### src/hw/rtl/i2cms_pkg.sv
`timescale 1ns / 1ps

package i2cms_pkg;

  // Opcodes carried on the input channel.
  localparam logic [2:0] OP_TICK  = 3'd0;
  localparam logic [2:0] OP_START = 3'd1;
  localparam logic [2:0] OP_STOP  = 3'd2;
  localparam logic [2:0] OP_WRITE = 3'd3;
  localparam logic [2:0] OP_READ  = 3'd4;

  localparam logic [7:0] ACK_WAIT_RESET = 8'd30;

  typedef enum logic [4:0] {
    CMD_IDLE  = 5'b00001,
    CMD_START = 5'b00010,
    CMD_STOP  = 5'b00100,
    CMD_WRITE = 5'b01000,
    CMD_READ  = 5'b10000
  } cmd_t;

  typedef struct packed {
    logic       scl_out;
    logic       sda_out;
    logic       busy_res;
    logic       done_res;
    logic       ack_seen;
    logic [7:0] rx_byte;
    logic       rejected;
  } res_t;

endpackage

### src/hw/rtl/i2cms_core.sv
`timescale 1ns / 1ps

module i2cms_core import i2cms_pkg::*; (
  input  logic       clk,
  input  logic       rst_n,
  input  logic       cfg_we,
  input  logic [7:0] cfg_wdata,
  input  logic       step_en,
  input  logic [2:0] opcode,
  input  logic [7:0] tx_byte,
  input  logic       send_ack,
  input  logic       sda_in,
  output res_t       res
);

  localparam logic [5:0] ST_SDA_LOW  = 6'd4;
  localparam logic [5:0] ST_END      = 6'd8;
  localparam logic [5:0] SP_SDA_LOW  = 6'd1;
  localparam logic [5:0] SP_SCL_HI   = 6'd5;
  localparam logic [5:0] SP_END      = 6'd6;
  localparam logic [5:0] WR_BITS_END = 6'd24;
  localparam logic [5:0] WR_REL      = 6'd25;
  localparam logic [5:0] WR_SCL_HI   = 6'd26;
  localparam logic [5:0] WR_POLL     = 6'd27;
  localparam logic [5:0] WR_HOLD     = 6'd28;
  localparam logic [5:0] RD_BITS_END = 6'd16;
  localparam logic [5:0] RD_LAST_BIT = 6'd15;
  localparam logic [5:0] RD_ACK      = 6'd17;
  localparam logic [5:0] RD_SCL_HI   = 6'd18;

  logic [7:0] ack_wait_r;
  cmd_t       cmd_r, cmd_nxt;
  logic [5:0] phase_r, phase_nxt;
  logic [1:0] sub_r, sub_nxt;
  logic [7:0] shift_r, shift_nxt;
  logic [7:0] wait_r, wait_nxt;
  logic       scl_r, scl_nxt;
  logic       sda_r, sda_nxt;
  logic       ack_r, ack_nxt;
  logic       ackc_r, ackc_nxt;
  logic [7:0] rx_r, rx_nxt;

  logic       is_cmd;
  cmd_t       op_cmd;
  logic       fin;
  logic       rej;
  logic       hold_phase;
  logic [7:0] limit;

  always_comb begin
    is_cmd = 1'b1;
    op_cmd = CMD_IDLE;
    case (opcode)
      OP_START: op_cmd = CMD_START;
      OP_STOP:  op_cmd = CMD_STOP;
      OP_WRITE: op_cmd = CMD_WRITE;
      OP_READ:  op_cmd = CMD_READ;
      OP_TICK:  is_cmd = 1'b0;
      default:  is_cmd = 1'b0;
    endcase
  end

  assign limit = (ack_wait_r == 8'd0) ? 8'd1 : ack_wait_r;

  always_comb begin
    cmd_nxt    = cmd_r;
    phase_nxt  = phase_r;
    sub_nxt    = sub_r;
    shift_nxt  = shift_r;
    wait_nxt   = wait_r;
    scl_nxt    = scl_r;
    sda_nxt    = sda_r;
    ack_nxt    = ack_r;
    ackc_nxt   = ackc_r;
    rx_nxt     = rx_r;
    fin        = 1'b0;
    hold_phase = 1'b0;
    rej        = 1'b0;

    // A new command loads the sequence state; its item is also tick zero.
    if (cmd_r == CMD_IDLE) begin
      if (is_cmd) begin
        cmd_nxt   = op_cmd;
        phase_nxt = 6'd0;
        sub_nxt   = 2'd0;
        wait_nxt  = 8'd0;
        if (op_cmd == CMD_WRITE) begin
          shift_nxt = tx_byte;
        end
        if (op_cmd == CMD_READ) begin
          shift_nxt = 8'd0;
          ackc_nxt  = send_ack;
        end
      end
    end else if (is_cmd) begin
      rej = 1'b1;
    end

    case (cmd_nxt)
      CMD_START: begin
        if (phase_nxt == 6'd0) begin
          sda_nxt = 1'b1;
          scl_nxt = 1'b1;
        end else if (phase_nxt == ST_SDA_LOW) begin
          sda_nxt = 1'b0;
        end
        fin = (phase_nxt >= ST_END);
      end
      CMD_STOP: begin
        if (phase_nxt == 6'd0) begin
          scl_nxt = 1'b0;
        end else if (phase_nxt == SP_SDA_LOW) begin
          sda_nxt = 1'b0;
        end else if (phase_nxt == SP_SCL_HI) begin
          scl_nxt = 1'b1;
        end else if (phase_nxt >= SP_END) begin
          sda_nxt = 1'b1;
          fin     = 1'b1;
        end
      end
      CMD_WRITE: begin
        if (phase_nxt < WR_BITS_END) begin
          // sub tracks the position within the three ticks of one bit.
          sub_nxt = (sub_nxt == 2'd2) ? 2'd0 : sub_nxt + 2'd1;
          if (sub_r == 2'd0 || cmd_r == CMD_IDLE) begin
            scl_nxt = 1'b0;
          end else if (sub_r == 2'd1) begin
            sda_nxt   = shift_nxt[7];
            shift_nxt = {shift_nxt[6:0], 1'b0};
          end else begin
            scl_nxt = 1'b1;
          end
        end else if (phase_nxt == WR_BITS_END) begin
          scl_nxt = 1'b0;
        end else if (phase_nxt == WR_REL) begin
          sda_nxt = 1'b1;
        end else if (phase_nxt == WR_SCL_HI) begin
          scl_nxt = 1'b1;
        end else if (phase_nxt == WR_POLL) begin
          wait_nxt   = wait_nxt + 8'd1;
          hold_phase = 1'b1;
          if (!sda_in) begin
            ack_nxt   = 1'b1;
            scl_nxt   = 1'b0;
            phase_nxt = WR_HOLD;
          end else if (wait_nxt >= limit) begin
            ack_nxt = 1'b0;
            scl_nxt = 1'b0;
            fin     = 1'b1;
          end
        end else begin
          fin = 1'b1;
        end
      end
      CMD_READ: begin
        if (phase_nxt < RD_BITS_END) begin
          if (phase_nxt == 6'd0) begin
            sda_nxt = 1'b1;
          end
          if (!phase_nxt[0]) begin
            scl_nxt = 1'b0;
          end else begin
            scl_nxt   = 1'b1;
            shift_nxt = {shift_nxt[6:0], sda_in};
            if (phase_nxt == RD_LAST_BIT) begin
              rx_nxt = shift_nxt;
            end
          end
        end else if (phase_nxt == RD_BITS_END) begin
          scl_nxt = 1'b0;
        end else if (phase_nxt == RD_ACK) begin
          sda_nxt = ~ackc_nxt;
        end else if (phase_nxt == RD_SCL_HI) begin
          scl_nxt = 1'b1;
        end else begin
          scl_nxt = 1'b0;
          fin     = 1'b1;
        end
      end
      default: begin
      end
    endcase

    if (fin) begin
      cmd_nxt   = CMD_IDLE;
      phase_nxt = 6'd0;
    end else if (cmd_nxt != CMD_IDLE && !hold_phase) begin
      phase_nxt = phase_nxt + 6'd1;
    end
  end

  always_ff @(posedge clk) begin
    if (!rst_n) begin
      ack_wait_r <= ACK_WAIT_RESET;
      cmd_r      <= CMD_IDLE;
      phase_r    <= 6'd0;
      sub_r      <= 2'd0;
      shift_r    <= 8'd0;
      wait_r     <= 8'd0;
      scl_r      <= 1'b1;
      sda_r      <= 1'b1;
      ack_r      <= 1'b0;
      ackc_r     <= 1'b0;
      rx_r       <= 8'd0;
    end else begin
      if (cfg_we) begin
        ack_wait_r <= cfg_wdata;
      end
      if (step_en) begin
        cmd_r   <= cmd_nxt;
        phase_r <= phase_nxt;
        sub_r   <= sub_nxt;
        shift_r <= shift_nxt;
        wait_r  <= wait_nxt;
        scl_r   <= scl_nxt;
        sda_r   <= sda_nxt;
        ack_r   <= ack_nxt;
        ackc_r  <= ackc_nxt;
        rx_r    <= rx_nxt;
      end
    end
  end

  always_comb begin
    res.scl_out  = scl_nxt;
    res.sda_out  = sda_nxt;
    res.busy_res = (cmd_nxt != CMD_IDLE);
    res.done_res = fin;
    res.ack_seen = ack_nxt;
    res.rx_byte  = rx_nxt;
    res.rejected = rej;
  end

endmodule

### src/hw/rtl/i2c_master_bit_sequencer_unit.sv
`timescale 1ns / 1ps

// I2C master bit sequencer. Each input item is one bus tick: it may carry a
// START, STOP, WRITE_BYTE or READ_BYTE command (taken only while idle, else
// flagged as rejected) and the sampled SDA level, and it yields exactly one
// result item with the SCL/SDA drive levels and status after that tick. One
// item is accepted per clock while the output is not stalled; an item is held in
// the input register and its result in the result register, around the
// combinational sequencer step. cfg_we writes ack_wait_ticks (reset 30).
module i2c_master_bit_sequencer_unit import i2cms_pkg::*; (
  input  logic       clk,
  input  logic       rst_n,
  input  logic       cfg_we,
  input  logic [7:0] cfg_wdata,
  input  logic       in_valid,
  output logic       in_stall,
  input  logic [2:0] in_opcode,
  input  logic [7:0] in_tx_byte,
  input  logic       in_send_ack,
  input  logic       in_sda_in,
  output logic       out_valid,
  input  logic       out_stall,
  output logic       out_scl_out,
  output logic       out_sda_out,
  output logic       out_busy_res,
  output logic       out_done_res,
  output logic       out_ack_seen,
  output logic [7:0] out_rx_byte,
  output logic       out_rejected
);

  logic       in_v_r;
  logic [2:0] op_r;
  logic [7:0] tx_r;
  logic       sack_r;
  logic       sda_r;
  logic       out_v_r;
  res_t       res_r;
  res_t       res;
  logic       adv;
  logic       step_en;

  // The result register is free when empty or being taken this cycle.
  assign adv      = !out_v_r || !out_stall;
  assign step_en  = in_v_r && adv;
  assign in_stall = in_v_r && !adv;

  always_ff @(posedge clk) begin
    if (!rst_n) begin
      in_v_r  <= 1'b0;
      out_v_r <= 1'b0;
    end else begin
      if (!in_stall) begin
        in_v_r <= in_valid;
      end
      if (adv) begin
        out_v_r <= step_en;
      end
    end
  end

  always_ff @(posedge clk) begin
    if (in_valid && !in_stall) begin
      op_r   <= in_opcode;
      tx_r   <= in_tx_byte;
      sack_r <= in_send_ack;
      sda_r  <= in_sda_in;
    end
    if (step_en) begin
      res_r <= res;
    end
  end

  i2cms_core u_core (
    .clk       (clk),
    .rst_n     (rst_n),
    .cfg_we    (cfg_we),
    .cfg_wdata (cfg_wdata),
    .step_en   (step_en),
    .opcode    (op_r),
    .tx_byte   (tx_r),
    .send_ack  (sack_r),
    .sda_in    (sda_r),
    .res       (res)
  );

  assign out_valid    = out_v_r;
  assign out_scl_out  = res_r.scl_out;
  assign out_sda_out  = res_r.sda_out;
  assign out_busy_res = res_r.busy_res;
  assign out_done_res = res_r.done_res;
  assign out_ack_seen = res_r.ack_seen;
  assign out_rx_byte  = res_r.rx_byte;
  assign out_rejected = res_r.rejected;

endmodule

### config.mk
export PLATFORM = sky130hd
export DESIGN_NAME = i2c_master_bit_sequencer_unit
export DESIGN_NICKNAME = d
export VERILOG_FILES = /design/src/hw/rtl/i2cms_pkg.sv /design/src/hw/rtl/i2cms_core.sv /design/src/hw/rtl/i2c_master_bit_sequencer_unit.sv
export SDC_FILE = /design/constraint.sdc
export NUM_CORES = 1
export LEC_CHECK = 0
export BUFFER_PORTS_ARGS = -buffer_cell sky130_fd_sc_hd__buf_2
export CAP_MARGIN = 20
export CORE_ASPECT_RATIO = 1.75
export CORE_MARGIN = 3
export CORE_UTILIZATION = 30
export CTS_CLUSTER_DIAMETER = 120
export DETAILED_ROUTE_END_ITERATION = 16
export PLACE_DENSITY = 0.43
export SKIP_CTS_REPAIR_TIMING = 1
export SYNTH_ARGS = -nofsm -noshare
export SYNTH_HDL_FRONTEND = slang
export SYNTH_HIERARCHICAL = 1
export SYNTH_SLANG_ARGS = --single-unit
### constraint.sdc
create_clock -name clk -period 4.19 [get_ports clk]
set_clock_uncertainty 0.2 [all_clocks]
set_input_delay 0.2095 -clock clk [delete_from_list [all_inputs] [get_ports clk]]
set_output_delay 0.2095 -clock clk [all_outputs]
set_load 0.005 [all_outputs]
**Yosys cells after proc, flatten, opt, wreduce, memory -nomap -nowiden**

Cells that the tools add are included.

- Register bits: 78
- Bits in latches: 0
- RAM bits: 0
- Memory bits (read-only): 0
- Input port bits: 26
- Output and inout bits: 16
- Logic and storage cells: 187
- Memories: 0

- $add $sub $neg: 3
- Multiply operators: 0
- Divide/modulo/power cells: 0
- $lt $le $gt $ge: 5
- Equal/unequal tests: 26
- Shift-type cells: 0
- Muxes and demuxes: 113
- Bitwise operators: 1
- Reductions and logical operators: 15

Operator list:

| kind | number |
|---|---|
| $mux 8 | 22 |
| $mux 1 | 67 |
| $mux 6 | 11 |
| $eq 6x5->1 const B | 7 |
| $pmux 5 s4 | 1 |
| $pmux 8 s2 | 1 |
| $mux 5 | 3 |
| $eq 6x3->1 const B | 2 |
| $lt 6x5->1 const B | 2 |
| $pmux 1 s4 | 3 |
| $eq 5x4->1 const B | 2 |
| $eq 5x5->1 const B | 2 |
| $mux 2 | 5 |
| $ne 5x1->1 const B | 2 |
| $add 8x1->8 const B | 1 |
| $ge 8x8->1 | 1 |
| $logic_not 8->1 | 1 |
| $add 6x1->6 const B | 1 |
| $eq 3x2->1 const B | 2 |
| $eq 6x1->1 const B | 1 |
| $eq 6x4->1 const B | 1 |
| $ge 6x3->1 const B | 1 |
| $ge 6x4->1 const B | 1 |
| $logic_not 6->1 | 1 |
| other kinds (14) | 22 |

**Depth between registers and ports, before layout**

- Depth in word-level cells: 17
- Gate-level depth with buffers: 17
- Gate-level depth less buffers: 14

**By module**

Netlist, hierarchy kept.

By module, submodules not included:

| module | times used | cells an instance | area each (µm²) | seq. area each (µm²) |
|---|---|---|---|---|
| i2cms_core | 1 | 461 | 3,532.1 | 980.9 |
| i2c_master_bit_sequencer_unit | 1 | 35 | 894.6 | 850.8 |

**Worst setup path before layout**

No wires, ideal clock.

- Path kind: reg-to-reg
- From: register op_r[1]
- To: register res_r (netlist bit out_done_res) (data pin)
- Library setup time: 0.251 ns
- Arrival time: 3.335 ns
- Required time: 3.739 ns
- Setup slack: 0.404 ns
- Cell stages (with the launch flop): 17
- Buffers on the path: 3
- Clock period less this slack: 3.786 ns
- Cells stage by stage: edfxtp_1 > buf_2 > or3_4 > nand4_4 > clkbuf_1 > and2_1 > ha_1 > nand3_1 > or3_1 > a21oi_1 > ha_1 > o21ai_0 > nand2b_1 > nand4_1 > a31o_2 > nand2_1 > buf_4

- Cells in the longest elaborated chain, start to end: 15
- Elaborated cells between the ends (all ways): 49
- Those cells by class: add/sub (1); order compare (5); eq/ne (17); mux (24); reduce/logical (2)

RTL lines:

| element | line | source |
|---|---|---|
| from (decl) | i2c_master_bit_sequencer_unit.sv:33 | `logic [2:0] op_r;` |
| from (signal assigned) | i2c_master_bit_sequencer_unit.sv:64 | `op_r <= in_opcode;` |
| $eq 3x1->1, or another cell as far along | i2cms_core.sv:53 | `case (opcode)` |
| $reduce_or 4->1 (no line) | -- |  |
| $mux 1 | i2cms_core.sv:53 |  |
| $mux 8 | i2cms_core.sv:82 | `if (is_cmd) begin` |
| $mux 8 | i2cms_core.sv:81 | `if (cmd_r == CMD_IDLE) begin` |
| $add 8x1->8 | i2cms_core.sv:140 | `wait_nxt = wait_nxt + 8'd1;` |
| $ge 8x8->1 | i2cms_core.sv:146 | `end else if (wait_nxt >= limit) begin` |
| $mux 1 | i2cms_core.sv:146 |  |
| $mux 1 | i2cms_core.sv:142 | `if (!sda_in) begin` |
| $mux 1 | i2cms_core.sv:139 | `end else if (phase_nxt == WR_POLL) begin` |
| $mux 1 | i2cms_core.sv:137 | `end else if (phase_nxt == WR_SCL_HI) begin` |
| $mux 1 | i2cms_core.sv:135 | `end else if (phase_nxt == WR_REL) begin` |
| $mux 1 | i2cms_core.sv:133 | `end else if (phase_nxt == WR_BITS_END) begin` |
| $mux 1 | i2cms_core.sv:122 | `if (phase_nxt < WR_BITS_END) begin` |
| $pmux 1 s4 (*) | i2cms_core.sv:99 | `case (cmd_nxt)` |
| net u_core.fin | i2cms_core.sv:45 | `logic fin;` |
| to (signal assigned) | i2c_master_bit_sequencer_unit.sv:70 | `res_r <= res;` |
| to (decl) | i2c_master_bit_sequencer_unit.sv:38 | `res_t res_r;` |

The timed path passes the listed nets; every way through them passes the cells marked *.
A chain may end at the register's enable or synchronous reset.

**Worst setup path in the final report**

- From: register op_r[0]
- To: register u_core.cmd_r[0]

- Cells in the longest elaborated chain, start to end: 16
- Elaborated cells between the ends (all ways): 50
- Those cells by class: add/sub (1); order compare (5); eq/ne (17); mux (25); reduce/logical (2)

RTL lines:

| element | line | source |
|---|---|---|
| $eq 3x1->1, or another cell as far along | i2cms_core.sv:53 |  |
| $reduce_or 4->1 (no line) | -- |  |
| $mux 1 | i2cms_core.sv:53 |  |
| $mux 8 | i2cms_core.sv:82 |  |
| $mux 8 | i2cms_core.sv:81 |  |
| $add 8x1->8 | i2cms_core.sv:140 |  |
| $ge 8x8->1 | i2cms_core.sv:146 |  |
| $mux 1 | i2cms_core.sv:146 |  |
| $mux 1 | i2cms_core.sv:142 |  |
| $mux 1 | i2cms_core.sv:139 |  |
| $mux 1 | i2cms_core.sv:137 |  |
| $mux 1 | i2cms_core.sv:135 |  |
| $mux 1 | i2cms_core.sv:133 |  |
| $mux 1 | i2cms_core.sv:122 |  |
| $pmux 1 s4 | i2cms_core.sv:99 |  |
| $mux 5 (*) | i2cms_core.sv:184 | `if (fin) begin` |
| to (signal assigned) | i2cms_core.sv:210 | `cmd_r <= cmd_nxt;` |
| to (decl) | i2cms_core.sv:32 | `cmd_t cmd_r, cmd_nxt;` |

Every way passes the cells marked *; elsewhere a longest branch is shown, timed or not.

==> out/qor.csv <==
metric,value,unit
status,"finished, violations left",
failing checks,hold timing,
DRT Pass-1 Iters,5,
1st-iter DRT viols,255,
Worst Path Max Fanout,7,
gr ovfl total,0,
fraction of registers with async set or reset after synthesis,0,%
final setup margin,0.289,ns
via-per-instance ratio,5.47,
vias in the first global route,3935,
WHS,-0.0122,ns
DR vias,3984,
Hold/Removal Path Class,input port to flop,
leakage,0.00210,uW
# diodes,0,
Layout Cells excl Fill,729,
Crit. End Element,flop,
Final ANT Viol Nets,0,
largest net degree at the start of global routing,57,
Detailed Route WL,13300,um
Worst Path Arrival,3.92,ns
Placed Area,4770,um^2
Die W,97.8,um
Cells after Synth,496,
clock sinks,78,
Worst-Margin Slew,0.886,ns
DRC Markers,0,
Setup-failing EPs final,0,
gpl congestion,0.850,
Syn Area/Cell,8.92,um^2
Worst slew margin,40.9,%
# rows,58,
Port-buffer cells,41,
P&R area growth vs syn,19.8,%
Max-cap violations,0,
TNS Setup,0,ns
PwrDens,356,nW/um^2
YS warnings,6,
sequential fraction of the synthesis area,41.4,%
Final min period,3.90,ns
Total GRT Usage,16.7,%
first-pass GRT wire length,21600,um
antenna violations before repair,0,
layout cell share with drive strength beyond 1,18.0,%
WL per Instance,18.2,um
Max H-tree Level,3,
"Top FF cell, synth",dfxtp_1,
Initial Util,30.7,%
Fin. Hold Viols,1,
clk buf depth,2,
TritonCTS buffer count,9,
CTS tree,yes,
final instance area,5300,um^2
Post-Place Cells,690,
Mapped Area,4430,um^2
Final Util,36.7,%
#FFs+latches synth,78,
Die Span Y,167,um
"EDFF count, synth",27,
Worst EP required,4.21,ns
max-slew violations,0,
die area,16300,um^2
final worst path period share,93.1,%
pre-CTS setup slack,0.231,ns
# IOs,42,
unrepaired setup endpoints after global routing,no,
dpl hpwl,9430,um
net count after synthesis,532,
Clock Pin Slew Worst Setup and Hold Paths,0.07,ns
Setup CP Type,flop to flop,
Fmax,0.256,GHz
CP Launch Type,flop,
fin nets,580,
core area,14400,um^2
Clock Tree Root,clkbuf_16,
Max VDD drop,0.200,mV
clk_lat worst skew,0.34,ns
Synth cell types,76,
## routing by layer
metal,GRT usage (%),routed length [um],up-vias
li1,-,-,1949
met1,19.7,5520,1923
met2,29.6,6970,88
met3,2.39,404,24
met4,7.17,374,0
met5,0,0,-
## flip-flops by register name, summed over array words and instances (netlist names), 2 cells and up
name,flops
tx_r,8
u_core/phase_r,6
op_r,3
u_core/rx_r,8
u_core/shift_r,8
u_core/sub_r,2
u_core/wait_r,8
u_core/ack_wait_r,8
u_core/cmd_r,5
out_rx_byte,8
## synthesized netlist by cell type, types with 12 or more instances
cell type	number	area, um^2
a21oi_1	28	140
a31oi_1	12	75.1
and3_1	13	81.3
clkbuf_1	22	82.6
dfxtp_1	51	1020
edfxtp_1	27	811
inv_1	19	71.3
mux2i_1	12	120
nand2_1	41	154
nand3_1	19	95.1
nor2_1	33	124
nor3_1	22	110
o211ai_1	13	97.6
o21ai_0	25	125
## cells in the final DEF, fill, tap and decap left out, types with 18 or more instances in the layout
cell type	instances
edfxtp_1	27
nor3_1	21
nand3_1	18
inv_1	19
buf_2	41
dfxtp_1	51
nor2_1	33
nand2_1	41
o21ai_0	25
a21oi_1	28
dlygate4sd3_1	22
## final timing paths
kind                  start              end  slack (ns)  cells past startpoint
max                 op_r[0]  u_core/cmd_r[0]        0.29                     14
min               out_stall        out_valid       -0.01                      3
max reg2reg         op_r[0]  u_core/cmd_r[0]        0.29                     14
min reg2reg  u_core/rx_r[7]   u_core/rx_r[7]        0.29                      2
## logic make-up after synthesis
logic type	count (synthesis)	share of synthesized area, %
simple gates	186	23.3
compound gates	145	22.2
flops	78	41.4
buf+inv	58	6.08
mux	14	3.22
fa+ha+maj	11	3.05
xor+xnor	4	0.792
## layout make-up
type	count	area, um^2
clock buffer	9	225
clock inverter	7	80.1
fill	1450	9140
inverter	19	71.3
multi-input combinational	360	2350
sequential	78	1830
tap	180	225
timing repair buffer	76	523
## stage by stage
step                hold slack (ns)  power [uW]
global placement              0.187        1080
global route                 0.0251        1970
CTS                          -0.173        1900
finish                      -0.0122        1890
detailed placement            0.188        1080
floorplan                     0.108         996
## power by group
part	switching, uW	leakage [uW]	total [uW]	internal [uW]
registers	20.7	0.000675	835	814
clock network	343	0.000148	813	470
logic	145	0.00128	241	95.8
total	509	0.00210	1890	1380
## critical path, cell delays in order (launching register included)
cell and delay, ns:
edfxtp_1 0.47, or3_4 0.46, nand4_4 0.14, and2_1 0.22
ha_1 0.27, nand3_2 0.14, or3_1 0.36, a21oi_1 0.21
ha_1 0.26, o21ai_0 0.15, nand2b_1 0.09, nand4_1 0.10
a31o_2 0.27, a21oi_4 0.12, a211o_1 0.32
Note: power is estimated with default switching activity, not from simulation.
